$ cat src/rtl/fcrc_pkg.sv
package fcrc_pkg;

    // Field and register widths
    localparam int COORD_W = 10;
    localparam int GRID_W  = 11;
    localparam int CFG_W   = 8;
    localparam int LEVEL_W = 8;
    localparam int IDX_W   = 20;
    localparam int LIM_W   = 13;

    // Largest grid the geometry check accepts
    localparam logic [LIM_W-1:0] MAX_COLS = 13'd1024;
    localparam logic [LIM_W-1:0] MAX_ROWS = 13'd1024;

    // Marker luminance and default lattice pitch
    localparam logic [LEVEL_W-1:0] LEVEL_BRIGHT  = 8'd255;
    localparam logic [LEVEL_W-1:0] LEVEL_DARK    = 8'd0;
    localparam logic [CFG_W-1:0]   DEFAULT_PITCH = 8'd16;

    // Register reset values
    localparam logic [GRID_W-1:0] RST_GRID_COLUMNS = 11'd64;
    localparam logic [GRID_W-1:0] RST_GRID_ROWS    = 11'd64;
    localparam logic [CFG_W-1:0]  RST_MARKER_CELLS = 8'd6;
    localparam logic [CFG_W-1:0]  RST_GUARD_CELLS  = 8'd1;
    localparam logic [CFG_W-1:0]  RST_RING_CELLS   = 8'd1;
    localparam logic [CFG_W-1:0]  RST_HEADER_ROWS  = 8'd2;
    localparam logic [CFG_W-1:0]  RST_LATTICE      = 8'd16;

    typedef enum logic [2:0] {
        ROLE_PAYLOAD,
        ROLE_MARKER,
        ROLE_GUARD,
        ROLE_BOUNDARY,
        ROLE_TIMING,
        ROLE_HEADER,
        ROLE_PILOT,
        ROLE_COLOUR
    } t_role;

    typedef enum logic [2:0] {
        CFG_GRID_COLUMNS,
        CFG_GRID_ROWS,
        CFG_MARKER_CELLS,
        CFG_GUARD_CELLS,
        CFG_RING_CELLS,
        CFG_HEADER_ROWS,
        CFG_LATTICE_PITCH
    } t_cfg_idx;

endpackage

$ cat src/rtl/fcrc_in_if.sv
interface fcrc_in_if;
    import fcrc_pkg::*;

    logic               valid;
    logic               ready;
    logic [COORD_W-1:0] cell_col;
    logic [COORD_W-1:0] cell_row;

    modport source (output valid, output cell_col, output cell_row, input ready);
    modport sink   (input valid, input cell_col, input cell_row, output ready);
endinterface

$ cat src/rtl/fcrc_out_if.sv
interface fcrc_out_if;
    import fcrc_pkg::*;

    logic               valid;
    logic               ready;
    t_role              cell_role;
    logic [LEVEL_W-1:0] marker_level;
    logic [IDX_W-1:0]   raster_index;
    logic               outside_grid;
    logic               geometry_invalid;

    modport source (
        output valid, output cell_role, output marker_level, output raster_index,
        output outside_grid, output geometry_invalid, input ready
    );
    modport sink (
        input valid, input cell_role, input marker_level, input raster_index,
        input outside_grid, input geometry_invalid, output ready
    );
endinterface

$ cat src/rtl/frame_cell_role_classifier_top.sv
// Channel   Dir  Handshake      Word
// i_cell    in   valid/ready    cell_col, cell_row
// o_cell    out  valid/ready    cell_role, marker_level, raster_index, outside_grid,
//                               geometry_invalid
// i_cfg_*   in   write enable   register index, write data (no read-back)
//
// One word per clock while the output is not stalled, over twelve register stages: an
// entry stage, ten steps of the restoring divider that reduces column and row by the
// lattice pitch (one quotient bit per stage), and a final pilot stage. Region compares and
// the raster multiply ride alongside the first two divider steps.
// Reset clears all valid bits and reloads the geometry registers.
// A stall backs up through a per-stage ready chain; empty stages keep filling.
module frame_cell_role_classifier_top (
    input  logic                        i_clk,
    input  logic                        i_rst_n,
    input  logic                        i_cfg_we,
    input  logic [2:0]                  i_cfg_idx,
    input  logic [fcrc_pkg::GRID_W-1:0] i_cfg_data,
    fcrc_in_if.sink                     i_cell,
    fcrc_out_if.source                  o_cell
);
    import fcrc_pkg::*;

    localparam int NSTG = COORD_W + 2;
    localparam int LAST = NSTG - 1;
    localparam int W    = GRID_W + 1;

    typedef struct packed {
        logic [COORD_W-1:0] c;
        logic [COORD_W-1:0] r;
        logic               outside;
        logic               mk;
        logic               gdc;
        logic               ring;
        logic               inner;
        logic               tim;
        logic               hdr;
        logic               hgd;
        logic               left;
        logic               top;
        logic [GRID_W-1:0]  lc;
        logic [GRID_W-1:0]  lr;
        logic [IDX_W-1:0]   idx;
        t_role              role;
        logic [LEVEL_W-1:0] level;
        logic [COORD_W-1:0] cq;
        logic [COORD_W-1:0] rq;
        logic [CFG_W-1:0]   crem;
        logic [CFG_W-1:0]   rrem;
    } t_item;

    // Geometry registers
    logic [GRID_W-1:0] r_cols, r_rows;
    logic [CFG_W-1:0]  r_mark, r_guard, r_ring, r_hbr, r_lattice;

    // Values derived from the geometry
    logic [CFG_W:0]   r_mg, n_mg;
    logic [W-1:0]     r_hs, r_he, r_heg, n_hs, n_he, n_heg;
    logic [CFG_W-1:0] r_pitch, n_pitch;
    logic             r_geo_bad, n_geo_bad;
    logic [W-1:0]     w_used;

    // Pipeline
    t_item            r_stg [NSTG];
    t_item            n_stg [NSTG];
    logic [NSTG-1:0]  r_vld;
    logic [NSTG-1:0]  w_rdy;

    // Divider step signals
    logic [CFG_W:0]   w_ctrial [COORD_W];
    logic [CFG_W:0]   w_rtrial [COORD_W];
    logic [COORD_W-1:0] w_cge, w_rge;

    // Stage one operands, widened for exact compares
    logic [W-1:0] w_cx, w_rx, w_colsx, w_rowsx, w_mx, w_mgx, w_gx, w_bwx;

    // Stage two and final stage temporaries
    logic [GRID_W-1:0]  w_d;
    logic               w_even;
    logic [LEVEL_W-1:0] w_level;
    t_role              w_role2;
    logic [CFG_W-1:0]   w_half;
    logic               w_pilot;
    logic               w_colour;

    // Write configuration registers
    always_ff @(posedge i_clk) begin
        if (!i_rst_n) begin
            r_cols    <= RST_GRID_COLUMNS;
            r_rows    <= RST_GRID_ROWS;
            r_mark    <= RST_MARKER_CELLS;
            r_guard   <= RST_GUARD_CELLS;
            r_ring    <= RST_RING_CELLS;
            r_hbr     <= RST_HEADER_ROWS;
            r_lattice <= RST_LATTICE;
        end else if (i_cfg_we) begin
            unique case (t_cfg_idx'(i_cfg_idx))
                CFG_GRID_COLUMNS:  r_cols    <= i_cfg_data;
                CFG_GRID_ROWS:     r_rows    <= i_cfg_data;
                CFG_MARKER_CELLS:  r_mark    <= i_cfg_data[CFG_W-1:0];
                CFG_GUARD_CELLS:   r_guard   <= i_cfg_data[CFG_W-1:0];
                CFG_RING_CELLS:    r_ring    <= i_cfg_data[CFG_W-1:0];
                CFG_HEADER_ROWS:   r_hbr     <= i_cfg_data[CFG_W-1:0];
                CFG_LATTICE_PITCH: r_lattice <= i_cfg_data[CFG_W-1:0];
                default: ;
            endcase
        end
    end

    // Derive header window, pitch and geometry check
    always_comb begin
        n_mg    = {1'b0, r_mark} + {1'b0, r_guard};
        n_hs    = (r_rows > GRID_W'(r_hbr)) ? W'((r_rows - GRID_W'(r_hbr)) >> 1) : '0;
        n_he    = n_hs + W'(r_hbr);
        n_heg   = n_he + W'(r_guard);
        n_pitch = (r_lattice == '0) ? DEFAULT_PITCH : r_lattice;
        w_used  = W'({n_mg, 1'b0});
        n_geo_bad = (r_cols == '0) || (r_rows == '0)
                 || (LIM_W'(r_cols) > MAX_COLS) || (LIM_W'(r_rows) > MAX_ROWS)
                 || (w_used + W'(4) >= W'(r_cols))
                 || (w_used + W'(r_hbr) + W'(4) >= W'(r_rows));
    end

    always_ff @(posedge i_clk) begin
        r_mg      <= n_mg;
        r_hs      <= n_hs;
        r_he      <= n_he;
        r_heg     <= n_heg;
        r_pitch   <= n_pitch;
        r_geo_bad <= n_geo_bad;
    end

    // Ready chain, last stage first
    always_comb begin
        w_rdy[LAST] = !r_vld[LAST] || o_cell.ready;
        for (int k = LAST - 1; k >= 0; k--) begin
            w_rdy[k] = !r_vld[k] || w_rdy[k+1];
        end
    end

    assign i_cell.ready = w_rdy[0] && i_rst_n;

    // Restoring divider steps, one quotient bit per stage
    always_comb begin
        for (int j = 0; j < COORD_W; j++) begin
            w_ctrial[j] = {r_stg[j].crem, r_stg[j].c[COORD_W-1-j]};
            w_rtrial[j] = {r_stg[j].rrem, r_stg[j].r[COORD_W-1-j]};
            w_cge[j]    = w_ctrial[j] >= {1'b0, r_pitch};
            w_rge[j]    = w_rtrial[j] >= {1'b0, r_pitch};
        end
    end

    // Stage one operands
    always_comb begin
        w_cx    = W'(r_stg[0].c);
        w_rx    = W'(r_stg[0].r);
        w_colsx = W'(r_cols);
        w_rowsx = W'(r_rows);
        w_mx    = W'(r_mark);
        w_mgx   = W'(r_mg);
        w_gx    = W'(r_guard);
        w_bwx   = W'(r_ring);
    end

    // Stage two: resolve the role up to the header guard, and the marker level
    always_comb begin
        w_d    = (r_stg[1].lc < r_stg[1].lr) ? r_stg[1].lc : r_stg[1].lr;
        w_even = !(r_stg[1].lc[0] ^ r_stg[1].lr[0]);
        if (w_d == '0) begin
            w_level = LEVEL_BRIGHT;
        end else if (w_d == GRID_W'(1)) begin
            w_level = LEVEL_DARK;
        end else if (r_stg[1].left && r_stg[1].top) begin
            w_level = LEVEL_BRIGHT;
        end else if (r_stg[1].top) begin
            w_level = LEVEL_DARK;
        end else if (r_stg[1].left) begin
            w_level = w_even ? LEVEL_BRIGHT : LEVEL_DARK;
        end else begin
            w_level = w_even ? LEVEL_DARK : LEVEL_BRIGHT;
        end

        if (r_stg[1].mk) begin
            w_role2 = ROLE_MARKER;
        end else if (r_stg[1].gdc) begin
            w_role2 = ROLE_GUARD;
        end else begin
            w_role2 = ROLE_PAYLOAD;
        end
        if (r_stg[1].ring && w_role2 != ROLE_MARKER) begin
            w_role2 = ROLE_BOUNDARY;
        end
        if (r_stg[1].tim && r_stg[1].inner && w_role2 == ROLE_PAYLOAD) begin
            w_role2 = ROLE_TIMING;
        end
        if (r_stg[1].inner && r_stg[1].hdr) begin
            w_role2 = ROLE_HEADER;
        end
        if (r_stg[1].inner && r_stg[1].hgd && w_role2 == ROLE_PAYLOAD) begin
            w_role2 = ROLE_GUARD;
        end
    end

    // Final stage: pilot lattice hit when both remainders sit at half pitch
    always_comb begin
        w_half   = {1'b0, r_pitch[CFG_W-1:1]};
        w_pilot  = (r_stg[LAST-1].crem == w_half) && (r_stg[LAST-1].rrem == w_half);
        w_colour = (r_stg[LAST-1].cq[1:0] + {r_stg[LAST-1].rq[0], 1'b0}) == 2'b00;
    end

    // Next value of every stage
    always_comb begin
        n_stg[0]   = '0;
        n_stg[0].c = i_cell.cell_col;
        n_stg[0].r = i_cell.cell_row;
        for (int k = 1; k < NSTG; k++) begin
            n_stg[k] = r_stg[k-1];
        end

        // Advance the divider
        for (int j = 0; j < COORD_W; j++) begin
            n_stg[j+1].cq[COORD_W-1-j] = w_cge[j];
            n_stg[j+1].rq[COORD_W-1-j] = w_rge[j];
            n_stg[j+1].crem = w_cge[j] ? CFG_W'(w_ctrial[j] - {1'b0, r_pitch})
                                       : w_ctrial[j][CFG_W-1:0];
            n_stg[j+1].rrem = w_rge[j] ? CFG_W'(w_rtrial[j] - {1'b0, r_pitch})
                                       : w_rtrial[j][CFG_W-1:0];
        end

        // Region compares and raster product
        n_stg[1].outside = (w_cx >= w_colsx) || (w_rx >= w_rowsx);
        n_stg[1].mk   = ((w_cx < w_mx) || (w_cx + w_mx >= w_colsx))
                     && ((w_rx < w_mx) || (w_rx + w_mx >= w_rowsx));
        n_stg[1].gdc  = ((w_cx < w_mgx) || (w_cx + w_mgx >= w_colsx))
                     && ((w_rx < w_mgx) || (w_rx + w_mgx >= w_rowsx));
        n_stg[1].ring = (w_cx < w_bwx) || (w_cx + w_bwx >= w_colsx)
                     || (w_rx < w_bwx) || (w_rx + w_bwx >= w_rowsx);
        n_stg[1].inner = (w_cx >= w_mgx) && (w_cx + w_mgx < w_colsx);
        n_stg[1].tim  = (w_rowsx > W'({r_ring, 1'b0}))
                     && ((w_rx == w_bwx) || (w_rx + w_bwx + W'(1) == w_rowsx));
        n_stg[1].hdr  = (w_rx >= r_hs) && (w_rx < r_he);
        n_stg[1].hgd  = ((w_rx < r_hs) && (w_rx + w_gx >= r_hs))
                     || ((w_rx >= r_he) && (w_rx < r_heg));
        n_stg[1].left = w_cx < w_mx;
        n_stg[1].top  = w_rx < w_mx;
        n_stg[1].lc   = (w_cx < w_mx) ? GRID_W'(r_stg[0].c)
                                      : r_cols - GRID_W'(1) - GRID_W'(r_stg[0].c);
        n_stg[1].lr   = (w_rx < w_mx) ? GRID_W'(r_stg[0].r)
                                      : r_rows - GRID_W'(1) - GRID_W'(r_stg[0].r);
        n_stg[1].idx  = IDX_W'({{GRID_W{1'b0}}, r_stg[0].r} * {{COORD_W{1'b0}}, r_cols});

        // Role, level and raster index
        n_stg[2].role  = w_role2;
        n_stg[2].level = w_level;
        n_stg[2].idx   = r_stg[1].idx + IDX_W'(r_stg[1].c);

        // Pilot lattice and outside-grid blanking
        if (r_stg[LAST-1].role == ROLE_PAYLOAD && w_pilot) begin
            n_stg[LAST].role = w_colour ? ROLE_COLOUR : ROLE_PILOT;
        end
        if (n_stg[LAST].role != ROLE_MARKER) begin
            n_stg[LAST].level = LEVEL_DARK;
        end
        if (r_stg[LAST-1].outside) begin
            n_stg[LAST].role  = ROLE_PAYLOAD;
            n_stg[LAST].level = LEVEL_DARK;
            n_stg[LAST].idx   = '0;
        end
    end

    // Advance valid bits
    always_ff @(posedge i_clk) begin
        if (!i_rst_n) begin
            r_vld <= '0;
        end else begin
            if (w_rdy[0]) begin
                r_vld[0] <= i_cell.valid;
            end
            for (int k = 1; k < NSTG; k++) begin
                if (w_rdy[k]) begin
                    r_vld[k] <= r_vld[k-1];
                end
            end
        end
    end

    // Advance stage words
    always_ff @(posedge i_clk) begin
        for (int k = 0; k < NSTG; k++) begin
            if (w_rdy[k]) begin
                r_stg[k] <= n_stg[k];
            end
        end
    end

    // Drive the result word
    assign o_cell.valid            = r_vld[LAST];
    assign o_cell.cell_role        = r_stg[LAST].role;
    assign o_cell.marker_level     = r_stg[LAST].level;
    assign o_cell.raster_index     = r_stg[LAST].idx;
    assign o_cell.outside_grid     = r_stg[LAST].outside;
    assign o_cell.geometry_invalid = r_geo_bad;

endmodule

$ cat src/flat_wrapper.sv
// flat-port wrapper written by rule: the top's interface ports become plain ports
module frame_cell_role_classifier_top_flat import fcrc_pkg::*;
  (i_clk, i_rst_n, i_cfg_we, i_cfg_idx, i_cfg_data, i_cell_valid, i_cell_cell_col, i_cell_cell_row, i_cell_ready, o_cell_valid, o_cell_cell_role, o_cell_marker_level, o_cell_raster_index, o_cell_outside_grid, o_cell_geometry_invalid, o_cell_ready);
  fcrc_in_if i_cell_i ();
  fcrc_out_if o_cell_i ();
  input  logic i_clk;
  input  logic i_rst_n;
  input  logic i_cfg_we;
  input  logic [2:0] i_cfg_idx;
  input  logic [fcrc_pkg::GRID_W-1:0] i_cfg_data;
  input wire logic [$bits(i_cell_i.valid)-1:0] i_cell_valid;
  input wire logic [$bits(i_cell_i.cell_col)-1:0] i_cell_cell_col;
  input wire logic [$bits(i_cell_i.cell_row)-1:0] i_cell_cell_row;
  output wire logic [$bits(i_cell_i.ready)-1:0] i_cell_ready;
  output wire logic [$bits(o_cell_i.valid)-1:0] o_cell_valid;
  output wire logic [$bits(o_cell_i.cell_role)-1:0] o_cell_cell_role;
  output wire logic [$bits(o_cell_i.marker_level)-1:0] o_cell_marker_level;
  output wire logic [$bits(o_cell_i.raster_index)-1:0] o_cell_raster_index;
  output wire logic [$bits(o_cell_i.outside_grid)-1:0] o_cell_outside_grid;
  output wire logic [$bits(o_cell_i.geometry_invalid)-1:0] o_cell_geometry_invalid;
  input wire logic [$bits(o_cell_i.ready)-1:0] o_cell_ready;
  assign i_cell_i.valid = i_cell_valid;
  assign i_cell_i.cell_col = i_cell_cell_col;
  assign i_cell_i.cell_row = i_cell_cell_row;
  assign i_cell_ready = i_cell_i.ready;
  assign o_cell_valid = o_cell_i.valid;
  assign o_cell_cell_role = o_cell_i.cell_role;
  assign o_cell_marker_level = o_cell_i.marker_level;
  assign o_cell_raster_index = o_cell_i.raster_index;
  assign o_cell_outside_grid = o_cell_i.outside_grid;
  assign o_cell_geometry_invalid = o_cell_i.geometry_invalid;
  assign o_cell_i.ready = o_cell_ready;
  frame_cell_role_classifier_top u_core (.i_clk(i_clk), .i_rst_n(i_rst_n), .i_cfg_we(i_cfg_we), .i_cfg_idx(i_cfg_idx), .i_cfg_data(i_cfg_data), .i_cell(i_cell_i), .o_cell(o_cell_i));
endmodule
$ cat config.mk
export PLATFORM = sky130hd
export DESIGN_NAME = frame_cell_role_classifier_top_flat
export DESIGN_NICKNAME = d
export VERILOG_FILES = /design/src/rtl/fcrc_pkg.sv /design/src/rtl/fcrc_in_if.sv /design/src/rtl/fcrc_out_if.sv /design/src/rtl/frame_cell_role_classifier_top.sv /design/src/flat_wrapper.sv
export SDC_FILE = /design/constraint.sdc
export NUM_CORES = 2
export LEC_CHECK = 0
export BUFFER_PORTS_ARGS = -buffer_cell sky130_fd_sc_hd__clkbuf_2
export CAP_MARGIN = 20
export CORE_MARGIN = 3
export CORE_UTILIZATION = 60
export DETAILED_ROUTE_END_ITERATION = 10
export PLACE_DENSITY = 0.82
export SKIP_LAST_GASP = 1
export SLEW_MARGIN = 5
export SYNTH_ARGS = -nofsm -noshare
export SYNTH_HDL_FRONTEND = slang
export SYNTH_SLANG_ARGS = --single-unit
$ cat constraint.sdc
create_clock -name i_clk -period 11.9 [get_ports i_clk]
set_clock_uncertainty 0.2 [all_clocks]
set_input_delay 2.38 -clock i_clk [delete_from_list [all_inputs] [get_ports i_clk]]
set_output_delay 2.38 -clock i_clk [all_outputs]
set_load 0.05 [all_outputs]
==> flow_summary.ini <==
[final_layout]
layout.cells.non_filler = 5013
fin_util_pct = 66.4
area_growth_pct = 9.02
drive_gt1_share_pct = 6.19
fill_cells = 5073
nets = 4701

[worst_setup_path]
crit_cells = 12
crit_chain = clkbuf_2, nor2b_1, inv_1, nor2_1, and2_1, and3_1, and3_1, and2_1, nand2_1, buf_4, and2_1, clkbuf_2
critPathKind = input pin to output pin
worstPathRequired_ps = 9320
cp_slowest_cell = inv_1
r2r-start = u_core.r_cols[1]
worst-path-buf-inv = 4
r2r_slack_ps = 5610
max_stage_delay_ps = 510
reg2reg_depth = 18
crit_path_end_kind = output pin
crit_top_cell = and2_1
crit_arrival_ps = 5380
path_max_fanout = 26
regToRegEndpoint = u_core.r_stg[0][185]
cp_top_family = simple AND/OR/NAND/NOR gates
critPathLaunchType = input pin

[power_and_ir_drop]
power_density_nw_per_um2 = 170
p_leak_uw = 0.0203
netSwitchingFraction_pct = 30.5
netSwitchingPower_uw = 2430
p_comb_share_pct = 25.9
internal_power_uw = 5530
seqPwrFrac_pct = 44.9
vdd_drop_max_uv = 136
clockPowerShare_pct = 29.3

[detailed_routing]
drcViolationCount = 0
drt-pass1-iter-count = 8
postRouteAntennaNets = 0
viasPerCell = 5.85
dr_total_vias = 29300
wire_per_inst_microns = 19.9
drt_iter0_drc = 2264
routed_wl_microns = 99600

[timing]
final_hold_viol_count = 0
fmax_mhz = 126
rsz0062_at_grt = false
maxSlewViolCount = 0
setup_tns_ps = 0
maxSlewHeadroom_pct = 24.4
tightest_slew_ps = 1130
period_share_pct = 66.9
fin_ws_ps = 3940
fin_crit_ps = 7960
finalSetupViolCount = 0

[global_route]
track_usage_pct = 26.8
grt_pass1_vias = 29500
grt_pass1_wl_microns = 156000
grt_overflow_total = 0
antenna_found_initial = 1
grt_max_degree = 76

[yosys]
syn_nets = 4614
ys_seq_elements = 704
synth_top_area_share_pct = 40.4
synth-main-ff-cell = edfxtp_1
ys_seq_area_share_pct = 46.3
async_flop_share_pct = 0
synth_area_leader_cell = edfxtp_1
avgSynthCellArea_sq_um = 10.9
netlist_area_sq_um = 42900
netlist_instances = 3928
synth_top_cells_by_area = edfxtp_1 (40%), ha_1 (16%), dfxtp_1 (5.9%), fa_1 (4.8%), inv_1 (3.6%)
synth_edf_count = 577
yosysWarnings = 0
yosysUniqueCellTypes = 77

[clocking]
cts_buffer_depth = 3
clkSlewWorstSetupHoldPaths_ps = 60
cts_buffers = 73
postCtsSetupBuffers = 0
htreeDepth = 3
cts_tree = done
clock_latency_ps = 630
numClockSinks = 704
cts-root-buf = clkbuf_16
post_cts_resized = 0
hold_buffers = 0

[outcome]
status = completed

[min_path]
worstHoldPathCells = 0
hold_path.startpoint = u_core.r_lattice[1]
worstHoldEndpoint = u_core.r_pitch[1]
min_path_type = flop to flop

[floorplan]
ios = 74
dieArea_sq_um = 74700
core_area_sq_um = 70400
std_cell_rows = 97
dieWidth_microns = 273
die_y_microns = 273
start_util_pct = 60.9

[placed_design]
portBuffers = 73
pre_cts_slack_ps = 3920
place_inst = 4875
dpl.hpwl_microns = 69800
place.gp.congestion = 0.945

[job]
maxCapViolations = 0
[per-layer routing]
metal / global-route usage [%] / share of wire [%]
met3: 5.04 / 7.1
met5: 0 / 0
met1: 32.0 / 39
met2: 46.2 / 48
met4: 13.8 / 5.6
[worst reg2reg max path: stages (launching register included)]
cell	delay [ps]
dfxtp_1	430
inv_1	500
nor2_1	160
fa_1	490
fa_1	540
inv_1	50
fa_1	480
fa_1	520
fa_1	550
inv_1	40
ha_1	330
a211oi_1	310
a21boi_0	380
o31ai_1	180
a41oi_1	320
a21oi_1	140
a21o_1	200
a21oi_1	160
xnor2_1	80
[how the worst max path moves through the flow]
stage                       from            to  slack (ps)
CTS                 o_cell_ready  i_cell_ready        3890
global placement    o_cell_ready  i_cell_ready        3960
detailed placement  o_cell_ready  i_cell_ready        3920
global route        o_cell_ready  i_cell_ready        3570
finish              o_cell_ready  i_cell_ready        3940
floorplan           o_cell_ready  i_cell_ready        4370
[cell usage after synthesis (32+ instances only)]
| master | number |
|---|---|
| nand2_1 | 365 |
| inv_1 | 407 |
| xnor2_1 | 138 |
| buf_4 | 33 |
| nor2_1 | 260 |
| and3_1 | 40 |
| a21o_1 | 71 |
| dfxtp_1 | 127 |
| nor2b_1 | 86 |
| a21boi_0 | 94 |
| fa_1 | 102 |
| clkbuf_1 | 61 |
| nand4_1 | 54 |
| o21ai_0 | 214 |
| o21bai_1 | 61 |
| nor3_1 | 34 |
| ha_1 | 545 |
| o31ai_1 | 39 |
| nand2b_1 | 49 |
| mux2i_1 | 32 |
| xor2_1 | 83 |
| o21a_1 | 43 |
| a21oi_1 | 213 |
| nand3_1 | 36 |
| edfxtp_1 | 577 |
[through the flow]
| step | hold WS [ps] | area [sq um] | power, uW |
|---|---|---|---|
| finish | 159 | 46800 | 7950 |
| detailed placement | 154 | 44200 | 5560 |
| global placement | 150 | 44200 | 5440 |
| global route | 165 | 46800 | 8390 |
| floorplan | 200 | 42900 | 5080 |
| CTS | 160 | 46700 | 7950 |
[area by class of cell]
type / instances / area [sq um] / area share (%)
Clock buffer: 92 / 1990 / 4.26
Antenna cell: 1 / 2.50 / 0.00535
Inverter: 413 / 1550 / 3.32
Timing Repair Buffer: 109 / 713 / 1.52
Multi-Input combinational cell: 2714 / 21000 / 44.9
Tap cell: 940 / 1180 / 2.51
Clock inverter: 40 / 472 / 1.01
Sequential cell: 704 / 19900 / 42.5
[cell usage in the layout (no fill, tap or decap), drive strengths merged, types with 71 or more instances in the layout]
cell    count
edfxtp    577
ha        545
inv       409
nand2     366
nor2      260
o21ai     219
a21oi     213
clkbuf    165
xnor2     141
dfxtp     127
fa        102
a21boi     94
nor2b      88
xor2       83
a21o       71
[flip-flops by register name, summed over array words and instances, names as in the netlist, 9 cells and up]
| register | count |
|---|---|
| u_core.r_stg | 577 |
| u_core.r_cols | 11 |
| u_core.r_he | 12 |
| u_core.r_mg | 9 |
| u_core.r_heg | 12 |
| u_core.r_hs | 11 |
| u_core.r_rows | 11 |
| u_core.r_vld | 12 |
[power groups by stage]
stage | sequential (uW) | clock (uW) | combinational [uW]
after floorplan | 3510 | 0 | 1570
after global placement | 3570 | 0 | 1860
after detailed placement | 3600 | 0 | 1960
after CTS | 3560 | 2360 | 2030
after global routing | 3610 | 2450 | 2320
final | 3570 | 2330 | 2060
[logic make-up after synthesis]
| kind of cell | after synthesis | synth area share, % |
|---|---|---|
| and+or+nand+nor | 992 | 10.8 |
| AOI/OAI and AO/OA | 817 | 12.0 |
| DFF | 704 | 46.3 |
| adders and majority gates | 647 | 20.7 |
| buffers and inverters | 510 | 4.77 |
| xor gates and xnor gates | 224 | 4.68 |
| muxes | 33 | 0.773 |
| other | 1 | 0.00874 |
Note: power is estimated with default switching activity, not from simulation.
